`src/rtl/core/fpfa_pkg.sv`:
```
// Shared constants for the fixed partition fit allocator.
// Holds register indexes, function and policy codes and fixed field widths.
// No dependencies.
package fpfa_pkg;

  // Fixed widths of the ports
  localparam int unsigned FUNC_W      = 1;
  localparam int unsigned ENTRY_W     = 5;
  localparam int unsigned REQ_SIZE_W  = 16;
  localparam int unsigned COUNT_W     = 6;
  localparam int unsigned POLICY_W    = 2;
  localparam int unsigned CFG_INDEX_W = 1;
  localparam int unsigned CFG_DATA_W  = 6;

  typedef logic [POLICY_W-1:0] policy_t;

  // Register indexes
  localparam logic [CFG_INDEX_W-1:0] REG_COUNT  = 1'd0;
  localparam logic [CFG_INDEX_W-1:0] REG_POLICY = 1'd1;

  // Function codes of an input transaction
  localparam logic [FUNC_W-1:0] FUNC_LOAD  = 1'b0;
  localparam logic [FUNC_W-1:0] FUNC_ALLOC = 1'b1;

  // Fit policies
  localparam policy_t POLICY_FIRST  = 2'd0;
  localparam policy_t POLICY_BEST   = 2'd1;
  localparam policy_t POLICY_WORST  = 2'd2;
  localparam policy_t POLICY_REFUSE = 2'd3;

endpackage

```
`src/rtl/core/fpfa_ram.sv`:
```
// Generic single-write, single-read RAM with a registered read port.
// Used for the partition size table. No dependencies.
module fpfa_ram #(
  parameter int unsigned WIDTH = 16,
  parameter int unsigned DEPTH = 32
) (
  input  logic                                   clk_i,
  input  logic                                   we_i,
  input  logic [((DEPTH > 1) ? $clog2(DEPTH) : 1)-1:0] waddr_i,
  input  logic [WIDTH-1:0]                       wdata_i,
  input  logic [((DEPTH > 1) ? $clog2(DEPTH) : 1)-1:0] raddr_i,
  output logic [WIDTH-1:0]                       rdata_o
);

  logic [WIDTH-1:0] mem [DEPTH];
  logic [WIDTH-1:0] rdata_q;

  // Write port and registered read port
  always_ff @(posedge clk_i) begin
    if (we_i) begin
      mem[waddr_i] <= wdata_i;
    end
    rdata_q <= mem[raddr_i];
  end

  assign rdata_o = rdata_q;

endmodule

```
`src/rtl/core/fixed_partition_fit_allocator_unit.sv`:
```
// Fixed partition allocator with first, best and worst fit.
// Depends on fpfa_pkg and fpfa_ram.
//
// Usage:
// - Input channel (in_valid_i / in_stall_o): func_i selects a load, which
//   writes one partition size and frees that partition, or an allocation
//   request for size_value_i.
// - Output channel (out_valid_o / out_stall_i): one transaction per request
//   with granted_o, granted_index_o and the echoed asked_size_o. Loads give
//   no output.
// - Configuration: cfg_we_i writes partition_count (index 0) or fit_policy
//   (index 1) from cfg_wdata_i; write only while the block is idle.
// Timing:
// - A load leaves the block idle; the next transaction may follow at once.
// - A request scans the size RAM one entry per cycle (one registered read
//   port); first fit stops at its first hit. With no partitions or the
//   refuse-all policy the scan is skipped and the request is refused.
// - A new transaction is accepted while a finished result waits in the
//   output register. If that register is still full when the next scan
//   ends, the block holds the result and stalls its input.
// Reset clears the used marks, the configuration registers and the control;
// the size table is undefined until loaded.
module fixed_partition_fit_allocator_unit #(
  parameter int unsigned MAX_PARTITIONS = 32,
  parameter int unsigned SIZE_BITS      = 16
) (
  input  logic                                  clk_i,
  input  logic                                  rst_ni,
  // Configuration write port
  input  logic                                  cfg_we_i,
  input  logic [fpfa_pkg::CFG_INDEX_W-1:0]      cfg_index_i,
  input  logic [fpfa_pkg::CFG_DATA_W-1:0]       cfg_wdata_i,
  // Input channel
  input  logic                                  in_valid_i,
  output logic                                  in_stall_o,
  input  logic [fpfa_pkg::FUNC_W-1:0]           func_i,
  input  logic [fpfa_pkg::ENTRY_W-1:0]          entry_index_i,
  input  logic [fpfa_pkg::REQ_SIZE_W-1:0]       size_value_i,
  // Output channel
  output logic                                  out_valid_o,
  input  logic                                  out_stall_i,
  output logic                                  granted_o,
  output logic [fpfa_pkg::ENTRY_W-1:0]          granted_index_o,
  output logic [fpfa_pkg::REQ_SIZE_W-1:0]       asked_size_o
);

  localparam int unsigned IDX_W = (MAX_PARTITIONS > 1) ? $clog2(MAX_PARTITIONS) : 1;
  localparam int unsigned CNT_W = $clog2(MAX_PARTITIONS + 1);
  localparam int unsigned CMP_W = (SIZE_BITS > fpfa_pkg::REQ_SIZE_W) ?
                                  SIZE_BITS : fpfa_pkg::REQ_SIZE_W;

  // Sequencer states
  localparam logic [1:0] ST_IDLE = 2'd0;
  localparam logic [1:0] ST_SCAN = 2'd1;
  localparam logic [1:0] ST_DONE = 2'd2;

  // Configuration registers
  logic [fpfa_pkg::COUNT_W-1:0] cfg_count_q;
  fpfa_pkg::policy_t            cfg_policy_q;

  // Control and scan state
  logic [1:0]                    state_q, state_d;
  logic [MAX_PARTITIONS-1:0]     used_q, used_d;
  logic [CNT_W-1:0]              cnt_q, cnt_d;
  logic [CNT_W-1:0]              iss_q, iss_d;
  logic                          chk_valid_q, chk_valid_d;
  logic                          chk_last_q, chk_last_d;
  logic [IDX_W-1:0]              chk_idx_q, chk_idx_d;
  logic                          found_q, found_d;
  logic [IDX_W-1:0]              pick_q, pick_d;
  logic [SIZE_BITS-1:0]          best_q, best_d;
  logic [fpfa_pkg::REQ_SIZE_W-1:0] req_q, req_d;
  fpfa_pkg::policy_t             policy_q, policy_d;

  // Output register
  logic                          out_valid_q, out_valid_d;
  logic                          granted_q, granted_d;
  logic [fpfa_pkg::ENTRY_W-1:0]  gidx_q, gidx_d;
  logic [fpfa_pkg::REQ_SIZE_W-1:0] asked_q, asked_d;

  // Derived signals
  logic                          in_fire;
  logic                          out_free;
  logic                          load_ok;
  logic [31:0]                   ent_wide;
  logic [IDX_W-1:0]              ent_idx;
  logic [CMP_W-1:0]              wdata_wide;
  logic [CNT_W-1:0]              eff_count;
  logic                          issue;
  logic [SIZE_BITS-1:0]          rd_size;
  logic                          fits;
  logic                          cand;
  logic                          take;
  logic                          scan_end;
  logic [31:0]                   pick_wide;

  assign in_stall_o = (state_q != ST_IDLE);
  assign in_fire    = in_valid_i && !in_stall_o;
  assign out_free   = !(out_valid_q && out_stall_i);

  // Load address check and write data
  assign ent_wide   = 32'(entry_index_i);
  assign load_ok    = (ent_wide < MAX_PARTITIONS);
  assign ent_idx    = ent_wide[IDX_W-1:0];
  assign wdata_wide = CMP_W'(size_value_i);

  // Partition count saturates at the table depth
  assign eff_count = (32'(cfg_count_q) > MAX_PARTITIONS) ?
                     CNT_W'(MAX_PARTITIONS) : CNT_W'(cfg_count_q);

  // Size table
  fpfa_ram #(
    .WIDTH (SIZE_BITS),
    .DEPTH (MAX_PARTITIONS)
  ) u_size_ram (
    .clk_i   (clk_i),
    .we_i    (in_fire && (func_i == fpfa_pkg::FUNC_LOAD) && load_ok),
    .waddr_i (ent_idx),
    .wdata_i (wdata_wide[SIZE_BITS-1:0]),
    .raddr_i (iss_q[IDX_W-1:0]),
    .rdata_o (rd_size)
  );

  // Compare stage on the data read back
  assign issue = (state_q == ST_SCAN) && (iss_q < cnt_q);
  assign fits  = (CMP_W'(rd_size) >= CMP_W'(req_q));
  assign cand  = chk_valid_q && !used_q[chk_idx_q] && fits;
  assign take  = cand && (!found_q ||
                 ((policy_q == fpfa_pkg::POLICY_BEST)  && (rd_size < best_q)) ||
                 ((policy_q == fpfa_pkg::POLICY_WORST) && (rd_size > best_q)));
  assign scan_end = chk_valid_q &&
                    (chk_last_q || (cand && (policy_q == fpfa_pkg::POLICY_FIRST)));
  assign pick_wide = 32'(pick_q);

  // Sequencer and datapath next state
  always_comb begin
    state_d     = state_q;
    used_d      = used_q;
    cnt_d       = cnt_q;
    iss_d       = iss_q;
    chk_valid_d = 1'b0;
    chk_last_d  = chk_last_q;
    chk_idx_d   = chk_idx_q;
    found_d     = found_q;
    pick_d      = pick_q;
    best_d      = best_q;
    req_d       = req_q;
    policy_d    = policy_q;
    out_valid_d = out_valid_q && out_stall_i;
    granted_d   = granted_q;
    gidx_d      = gidx_q;
    asked_d     = asked_q;

    case (state_q)
      ST_IDLE: begin
        if (in_fire) begin
          if (func_i == fpfa_pkg::FUNC_LOAD) begin
            if (load_ok) begin
              used_d[ent_idx] = 1'b0;
            end
          end else begin
            req_d    = size_value_i;
            policy_d = cfg_policy_q;
            cnt_d    = eff_count;
            iss_d    = '0;
            found_d  = 1'b0;
            pick_d   = '0;
            if ((eff_count == '0) || (cfg_policy_q == fpfa_pkg::POLICY_REFUSE)) begin
              state_d = ST_DONE;
            end else begin
              state_d = ST_SCAN;
            end
          end
        end
      end
      ST_SCAN: begin
        // Issue one read per cycle
        if (issue) begin
          chk_valid_d = 1'b1;
          chk_idx_d   = iss_q[IDX_W-1:0];
          chk_last_d  = (iss_q == (cnt_q - CNT_W'(1)));
          iss_d       = iss_q + CNT_W'(1);
        end
        // Track the current pick
        if (take) begin
          found_d = 1'b1;
          pick_d  = chk_idx_q;
          best_d  = rd_size;
        end
        if (scan_end) begin
          chk_valid_d = 1'b0;
          state_d     = ST_DONE;
        end
      end
      ST_DONE: begin
        // Hand the result over once the output register is free
        if (out_free) begin
          out_valid_d = 1'b1;
          granted_d   = found_q;
          gidx_d      = found_q ? pick_wide[fpfa_pkg::ENTRY_W-1:0] : '0;
          asked_d     = req_q;
          if (found_q) begin
            used_d[pick_q] = 1'b1;
          end
          state_d = ST_IDLE;
        end
      end
      default: begin
        state_d = ST_IDLE;
      end
    endcase
  end

  // Control registers
  always_ff @(posedge clk_i or negedge rst_ni) begin
    if (!rst_ni) begin
      cfg_count_q  <= '0;
      cfg_policy_q <= fpfa_pkg::POLICY_FIRST;
      state_q      <= ST_IDLE;
      used_q       <= '0;
      chk_valid_q  <= 1'b0;
      out_valid_q  <= 1'b0;
    end else begin
      if (cfg_we_i) begin
        case (cfg_index_i)
          fpfa_pkg::REG_COUNT:  cfg_count_q  <= cfg_wdata_i[fpfa_pkg::COUNT_W-1:0];
          fpfa_pkg::REG_POLICY: cfg_policy_q <= cfg_wdata_i[fpfa_pkg::POLICY_W-1:0];
          default: ;
        endcase
      end
      state_q     <= state_d;
      used_q      <= used_d;
      chk_valid_q <= chk_valid_d;
      out_valid_q <= out_valid_d;
    end
  end

  // Payload registers
  always_ff @(posedge clk_i) begin
    cnt_q      <= cnt_d;
    iss_q      <= iss_d;
    chk_last_q <= chk_last_d;
    chk_idx_q  <= chk_idx_d;
    found_q    <= found_d;
    pick_q     <= pick_d;
    best_q     <= best_d;
    req_q      <= req_d;
    policy_q   <= policy_d;
    granted_q  <= granted_d;
    gidx_q     <= gidx_d;
    asked_q    <= asked_d;
  end

  assign out_valid_o     = out_valid_q;
  assign granted_o       = granted_q;
  assign granted_index_o = gidx_q;
  assign asked_size_o    = asked_q;

`ifndef SYNTHESIS
  // A read result is only checked during a scan
  a_chk_in_scan: assert property (@(posedge clk_i) disable iff (!rst_ni)
    chk_valid_q |-> (state_q == ST_SCAN))
    else $error("compare stage active outside scan");

  // The issue pointer never runs past the partition count
  a_iss_bound: assert property (@(posedge clk_i) disable iff (!rst_ni)
    (state_q == ST_SCAN) |-> (iss_q <= cnt_q))
    else $error("scan pointer beyond partition count");

  // A pick always lies inside the scanned range
  a_pick_bound: assert property (@(posedge clk_i) disable iff (!rst_ni)
    ((state_q == ST_DONE) && found_q) |-> (32'(pick_q) < 32'(cnt_q)))
    else $error("picked partition outside range");

  // A granted partition is marked used after the result is handed over
  a_mark_used: assert property (@(posedge clk_i) disable iff (!rst_ni)
    ((state_q == ST_DONE) && out_free && found_q) |=> used_q[$past(pick_q)])
    else $error("granted partition not marked used");

  // A refusal reports index zero
  a_refuse_idx: assert property (@(posedge clk_i) disable iff (!rst_ni)
    (out_valid_o && !granted_o) |-> (granted_index_o == '0))
    else $error("refusal with nonzero index");
`endif

endmodule
```
`config.mk`:
```
export PLATFORM = sky130hd
export DESIGN_NAME = fixed_partition_fit_allocator_unit
export DESIGN_NICKNAME = d
export VERILOG_FILES = /design/src/rtl/core/fpfa_pkg.sv /design/src/rtl/core/fpfa_ram.sv /design/src/rtl/core/fixed_partition_fit_allocator_unit.sv
export SDC_FILE = /design/constraint.sdc
export NUM_CORES = 1
export LEC_CHECK = 0
export BUFFER_PORTS_ARGS = -buffer_cell sky130_fd_sc_hd__buf_4
export CAP_MARGIN = 20
export CORE_MARGIN = 3
export CORE_UTILIZATION = 55
export CTS_BUF_LIST = sky130_fd_sc_hd__clkbuf_4 sky130_fd_sc_hd__clkbuf_8
export DETAILED_ROUTE_END_ITERATION = 6
export GPL_ROUTABILITY_DRIVEN = 0
export GPL_TIMING_DRIVEN = 0
export PLACE_DENSITY = 0.8
export SYNTH_ARGS = -nofsm -noshare
export SYNTH_HDL_FRONTEND = slang
export SYNTH_SLANG_ARGS = --single-unit
```
`constraint.sdc`:
```
create_clock -name clk_i -period 8.3 [get_ports clk_i]
set_input_delay 1.66 -clock clk_i [delete_from_list [all_inputs] [get_ports clk_i]]
set_output_delay 1.66 -clock clk_i [all_outputs]
set_load 0.01 [all_outputs]
```
==> results of run 1 <==
==> worst max-delay path: cells and delay by family <==
| family | cells | cell delay [ns] |
|---|---|---|
| simple gates | 3 | 1.96 |
| buf+inv | 3 | 0.79 |
==> layout make-up <==
type / count / area, sq um / share of cell area (%)
buffer: 52 / 280 / 0.960
tap: 600 / 751 / 2.57
sequential: 652 / 19200 / 65.8
antenna: 1 / 2.50 / 0.00857
timing repair buffer: 70 / 678 / 2.32
clock inverter: 32 / 176 / 0.604
multi-input combinational: 522 / 6140 / 21.0
inverter: 49 / 184 / 0.630
clock buffer: 148 / 1780 / 6.10
==> state kept, by name, indices dropped and copies added, names as in the netlist, 5 cells and up <==
name                flops
used_q                 32
asked_size_o           16
u_size_ram.rdata_o     16
best_q                 16
granted_index_o         5
req_q                  16
iss_q                   6
cfg_count_q             6
cnt_q                   6
pick_q                  5
u_size_ram.mem        512
chk_idx_q               5
==> path summary, 6_finish.rpt <==
check / start / to
min in group asynchronous: rst_ni / used_q[11]
setup / recovery: func_i / u_size_ram.mem[24][8]
max in group asynchronous: rst_ni / used_q[29]
hold / removal: req_q[11] / asked_size_o[11]
setup reg to reg: state_q[1] / u_size_ram.mem[24][8]
hold reg to reg: req_q[11] / asked_size_o[11]
==> power by group through the flow <==
stage               Combinational [uW]  Sequential [uW]  Clock [uW]
floorplan                         1280             3970           0
global placement                  1880             4000           0
detailed placement                1950             4010           0
CTS                               1970             3950        2610
global route                      2100             3970        2760
finish                            1960             3950        2590
==> per-stage QoR <==
step	hold slack (ns)	area, sq um	total power (uW)	utilization (%)	instances
global route	0.467	29200	8820	63.8	2126
CTS	0.455	29200	8530	63.8	2125
finish	0.459	29200	8500	63.8	2126
floorplan	0.408	25700	5260	-	1275
global placement	0.437	26900	5890	58.8	1932
detailed placement	0.437	27200	5960	59.5	1945
==> cell usage in the layout (no fill, tap or decap), drive strengths merged, types with 15 or more instances in the layout <==
cell type	synthesis	final
mux2	24	24
ha	40	40
a21oi	20	20
dfxtp	16	16
mux2i	17	17
clkinv	0	26
buf	30	100
nor2	52	52
clkbuf	22	170
o21ai	75	75
edfxtp	592	592
nand2	28	28
inv	49	51
mux4	160	160
nand3	15	15
dfrtp	44	44
==> routing by layer <==
| layer | GRT usage, % | up-vias | part of all wire, % |
|---|---|---|---|
| met2 | 35.3 | 712 | 47 |
| met4 | 9.97 | 0 | 3.7 |
| li1 | - | 5535 | - |
| met3 | 6.01 | 103 | 10 |
| met5 | 0 | - | 0 |
| met1 | 32.3 | 6836 | 39 |
==> logic make-up (layout without fill, tap and decap cells) <==
kind of cell             Yosys count  count (layout)  share of synthesized area (%)
flip-flops                       652             652                           74.7
multiplexers                     201             201                           15.7
AND/OR/NAND/NOR                  153             153                           2.96
AO/OA/AOI/OAI                    119             119                           2.58
buffers and inverters            101             351                           1.81
adder cells (fa/ha/maj)           40              40                           1.95
XOR/XNOR                           9               9                          0.307
other                              0               1                              0
==> metrics.md, run 1 <==
| Metric | Value |
|---|---|
| Fraction of layout cells with a size suffix above 1 | `30.8%` |
| Number of port buffers | `57` |
| Leak | `approximately 0.0098 uW` |
| Setup bufs post-CTS | `0` |
| Chip height | `about 220 um` |
| Via count | `13200` |
| Worst Max-Slew Pin Slew | `between 1 and 1.5 ns` |
| Setup Crit Path Kind | `primary input to flop` |
| Top-count cell post-synth | `edfxtp_1` |
| Reg2reg setup slack | `approximately 4.7 ns` |
| Latest clock arrival within the worst-skew pair | `0.67 ns` |
| HP Class | `flop to flop` |
| Sequential area share after synthesis | `between 70% and 80%` |
| CTS Buf Count | `99` |
| Router iterations before antenna repair | `7` |
| Fin. max-slew vios | `0` |
| CTS clk-pin slew, worst paths | `approximately 0.06 ns` |
| Area grow syn2layout | `13.5%` |
| Gate power share | `a little under a quarter` |
| Drt drc | `0` |
| Row cnt | `78` |
| GRT Util Overall | `~23%` |
| Critical path arrival | `between 4 and 5 ns` |
| H-tree levels | `3` |
| FF-to-FF path depth | `5` |
| Post-DP HPWL | `36900 um` |
| # nets final | `1520` |
| Critical Path, Cell by Cell | `buf_4 -> nor4b_2 -> or3b_2 -> clkbuf_1 -> clkbuf_1 -> nor2_2` |
| Synth cell types | `48` |
| Maximum clock rate | `~0.24 GHz` |
| CP Data Required Time | `roughly 8.6 ns` |
| Vias in the first global route | `~13000` |
| Switching share of power | `28.0%` |
| Yosys reg bits | `~650` |
| Min Tclk post-route | `between 4 and 5 ns` |
| Syn Area/Cell | `a little over 20 sq um` |
| Largest net degree at the start of global routing | `45` |
| # hold bufs at CTS | `0` |
| WL/cell | `roughly 27 um` |
| # clock sinks | `652` |
| Synth top cells by count | `edfxtp_1, mux4_2, o21ai_0, nor2_1, inv_1` |
| Top Ports | `a little under 60` |
| Die X-Extent | `roughly 220 um` |
| Routed WL | `approximately 56000 um` |
| Psw | `around 2400 uW` |
| Ys Warns | `0` |
| RSZ-0062 raised after global routing | `no` |
| Worst Slack Setup Final | `a little over 4 ns` |
| ANT nets after route | `0` |
| Initial antenna violation count | `1` |
| Clk_skew | `approximately 0.026 ns` |
| PwrDens | `291 nW/um^2` |
| Critical path peak fanout | `16` |
| Dpl ws | `between 3 and 4 ns` |
| Filler Cells Inserted | `2893` |
| MaxCap Viol Count | `0` |
| Post-CTS Resized | `0` |
| Power share of the sequential group | `46.5%` |
| Clock buffer depth | `3` |
| Synth area leader | `edfxtp_1` |
| DIE AREA | `just under 50000 sq um` |
| Outcome | `finished clean` |
| Part of the cycle the worst path needs | `roughly half` |
| Clock power share | `a little under a third` |
| Initial drt markers | `between 1500 and 2000` |
| Grt ovf | `0` |
| CTS tree | `done` |
| WHS Path Cells | `0` |
| Area share of the largest cell type after synthesis | `between 60 and 70%` |
| Syn nets | `between 1000 and 1500` |
| First-pass GRT wire length | `between 80000 and 90000 um` |
| Core area | `approximately 46000 sq um` |
| Startpoint types | `primary input` |
| Worst slew margin | `26.3%` |
| Synth area leaders | `edfxtp_1, mux4_2, dfrtp_1` |
| Starting density of the core | `approximately 56%` |
| Power Internal | `between 6000 and 7000 uW` |
| Final setup TNS | `0 ns` |
| CP endpoint kind | `flop` |
| Syn Inst Count | `approximately 1300` |
| CP max-delay cell | `nor2_2` |
| Final Setup Violations | `0` |
| Synth async-reset ratio | `under 10%` |
| Vias per cell | `6.20` |
| Clk root buf | `clkbuf_8` |
| Peak VDD IR | `0.198 mV` |
| Most used cell, CP | `clkbuf_1` |
| Synthesized area | `25700 sq um` |
| Ys flop type | `edfxtp_1` |
| CP max stage delay | `0.94 ns` |
| EDFF count, synth | `592` |
| Endpoints failing hold | `0` |
Note: power is estimated with default switching activity, not from simulation.
==> run 2, diff against run 1 <==
--- a/config.mk
+++ b/config.mk
@@ -13,7 +13,7 @@
 export DETAILED_ROUTE_END_ITERATION = 6
 export GPL_ROUTABILITY_DRIVEN = 0
 export GPL_TIMING_DRIVEN = 0
-export PLACE_DENSITY = 0.8
+export PLACE_DENSITY = 0.83
 export SYNTH_ARGS = -nofsm -noshare
 export SYNTH_HDL_FRONTEND = slang
 export SYNTH_SLANG_ARGS = --single-unit
==> constraint.sdc (replaced) <==
create_clock -name clk_i -period 3.4 [get_ports clk_i]
set_input_delay 0.68 -clock clk_i [delete_from_list [all_inputs] [get_ports clk_i]]
set_output_delay 0.68 -clock clk_i [all_outputs]
set_load 0.01 [all_outputs]
==> run 2 against run 1 <==
  * Routed wire length increased by 3.4%
  * Register-to-register slack got worse by 4.7 ns
  * Global-route usage increased by 0.81 points
  * Sequential power increased by 140%
  * Clock skew increased by 0.029 ns
  * Final area increased by 0.17%
  * First-iteration DRC count increased by 14%
  * Die area unchanged
  * Critical path type is now flop to flop
  * Largest cell class unchanged
  * Non-clock buffer count increased by 3
  * Flip-flop and latch count unchanged
  * Critical endpoint is now u_size_ram.mem[17][9]
==> metrics.md, run 2 (same netlist as run 1, synthesis figures left out) <==
| Metric | Value |
|---|---|
| Worst slew margin | `22.7% (-3.6 points)` |
| Die X-Extent | `222 um (unchanged)` |
| Filler Cells Inserted | `2845 (-1.7%)` |
| Fraction of layout cells with a size suffix above 1 | `31.0% (+0.22 points)` |
| Row cnt | `78 (unchanged)` |
| Tot Pwr | `20800 uW (+150%)` |
| Fin. max-slew vios | `0 (unchanged)` |
| Via count | `13500 (+2.4%)` |
| Min Tclk post-route | `between 3 and 4 ns` |
| Outcome | `finished clean` |
| CP endpoint kind | `flop` |
| WL/cell | `27.5 um (+3.4%)` |
| CTS tree | `done` |
| Initial antenna violation count | `2 (+1)` |
| # nets final | `1523 (+0.20%)` |
| Vias per cell | `6.35 (+2.4%)` |
| DP Area | `27200 sq um (-0.15%)` |
| Routed WL | `58400 um (+3.4%)` |
| Grt ovf | `0 (unchanged)` |
| Vias in the first global route | `13900 (+3.7%)` |
| CP Data Required Time | `3.68 ns (-4.89 ns)` |
| Maximum clock rate | `a little under 0.3 GHz` |
| Chip height | `222 um (unchanged)` |
| Final setup TNS | `0 ns (unchanged)` |
| Most common cell after layout, fill and taps aside | `edfxtp_1` |
| ANT nets after route | `0 (unchanged)` |
| Design Area, Final | `29200 sq um (+0.17%)` |
| HP Class | `primary input to flop` |
| Drt drc | `0 (unchanged)` |
| Leak | `0.00979 uW (about the same)` |
| Clk_skew | `0.0554 ns (+0.0294 ns)` |
| H-tree levels | `3 (unchanged)` |
| GRT Util Overall | `24.0% (+0.81 points)` |
| Critical path peak fanout | `16 (unchanged)` |
| Largest regs | `u_size_ram.mem (512), used_q (32)` |
| Starting density of the core | `56.2% (unchanged)` |
| Core area | `45800 sq um (unchanged)` |
| MaxCap Viol Count | `0 (unchanged)` |
| Post-DP HPWL | `38300 um (+3.7%)` |
| Clock buffer depth | `3 (unchanged)` |
| # clock sinks | `652 (unchanged)` |
| Setup bufs post-CTS | `0 (unchanged)` |
| CTS clk-pin slew, worst paths | `0.07 ns (about the same)` |
| Worst Max-Slew Pin Slew | `1.16 ns (+0.0545 ns)` |
| Initial drt markers | `1814 (+14%)` |
| Most frequent cells in the layout | `edfxtp_1, mux4_2, clkbuf_8, o21ai_0, buf_4` |
| Peak VDD IR | `0.553 mV (+180%)` |
| Number of port buffers | `57 (unchanged)` |
| RSZ-0062 raised after global routing | `yes` |
| Final Setup Violations | `0 (unchanged)` |
| Part of the cycle the worst path needs | `between 90% and 100%` |
| PwrDens | `713 nW/um^2 (+140%)` |
| Max reg flops | `512 (unchanged)` |
| Endpoints failing hold | `0 (unchanged)` |
| Top Ports | `58 (unchanged)` |
| Router iterations before antenna repair | `5 (-2)` |
| Clk root buf | `clkbuf_8` |
| Setup Crit Path Kind | `flop to flop` |
| Most flops, register | `u_size_ram.mem` |
| Largest net degree at the start of global routing | `45 (unchanged)` |
| Critical path arrival | `3.63 ns (-0.79 ns)` |
| Startpoint types | `flop` |
| First-pass GRT wire length | `87400 um (+4.1%)` |
| DIE AREA | `49400 sq um (unchanged)` |
| CTS Buf Count | `99 (unchanged)` |
| Latest clock arrival within the worst-skew pair | `0.70 ns (+0.03 ns)` |
| Area grow syn2layout | `13.7%` |
-- run 2: changes by cell type in the layout (fill, tap and decap cells not counted), sizes merged --
cell	previous run	this run
diode	1	2
buf	100	102
clkbuf	170	162
inv	51	52
dlygate4sd3	0	1
clkinv	26	29
-- run 2: path summary, 6_finish.rpt --
check	startpoint	to	slack (ns)	depth (start not counted)
max	state_q[1]	u_size_ram.mem[17][9]	0.04	4
min	cfg_wdata_i[2]	cfg_count_q[2]	0.22	2
max reg2reg	state_q[1]	u_size_ram.mem[17][9]	0.04	4
min reg2reg	u_size_ram.rdata_o[0]	best_q[0]	0.44	0
max in group asynchronous	rst_ni	used_q[31]	2.44	2
min in group asynchronous	rst_ni	out_valid_o	0.53	2
-- run 2: worst max-delay path, stage by stage, from the launching register on --
cell      delay (ns)
dfrtp_1         0.45
nor4b_2         0.57
nand3b_1        0.40
clkbuf_1        0.56
nor2_2          0.95
-- run 2: metrics by stage --
stage          setup slack [ns]  cells  hold slack (ns)  utilization [%]
3_3_place_gp             -0.805   1932            0.419             58.8
4_1_cts                  -0.124   2124            0.178             63.7
2_1_floorplan             0.188   1275            0.384                -
6_report                 0.0421   2126            0.216             63.9
3_5_place_dp             -0.528   1947            0.420             59.4
5_1_grt                 -0.0737   2125            0.184             63.9
-- run 2: power breakdown --
| group | switching [uW] | total (uW) | internal, uW |
|---|---|---|---|
| clock network | 2960 | 6360 | 3400 |
| logic | 2620 | 4840 | 2220 |
| registers | 338 | 9640 | 9310 |
| total | 5910 | 20800 | 14900 |
-- run 2: final cells by class --
class                   count  area (sq um)  share of cell area (%)
flip-flops and latches    652         19200                    65.7
multi-input cells         522          6190                    21.2
clock buffers             140          1750                    5.97
well taps                 600           751                    2.57
repair buffers             73           657                    2.25
plain buffers              52           283                   0.967
clock inverters            36           226                   0.775
inverters                  49           184                   0.629
diodes                      2          5.00                  0.0171
-- run 2: what timing repair did --
action / in CTS / in global routing
endpoints found under the setup margin: 80 / 192
pin swaps: 0 / 2
resized for setup: 2 / 17
hold endpoints to repair: 29 / 0
hold buffers: 1 / 0
-- run 2: per-layer routing --
| layer | share of wire (%) | track usage, % |
|---|---|---|
| met4 | 3.5 | 9.54 |
| met2 | 48 | 37.6 |
| met5 | 0 | 0 |
| met1 | 37 | 33.2 |
| met3 | 11 | 5.72 |
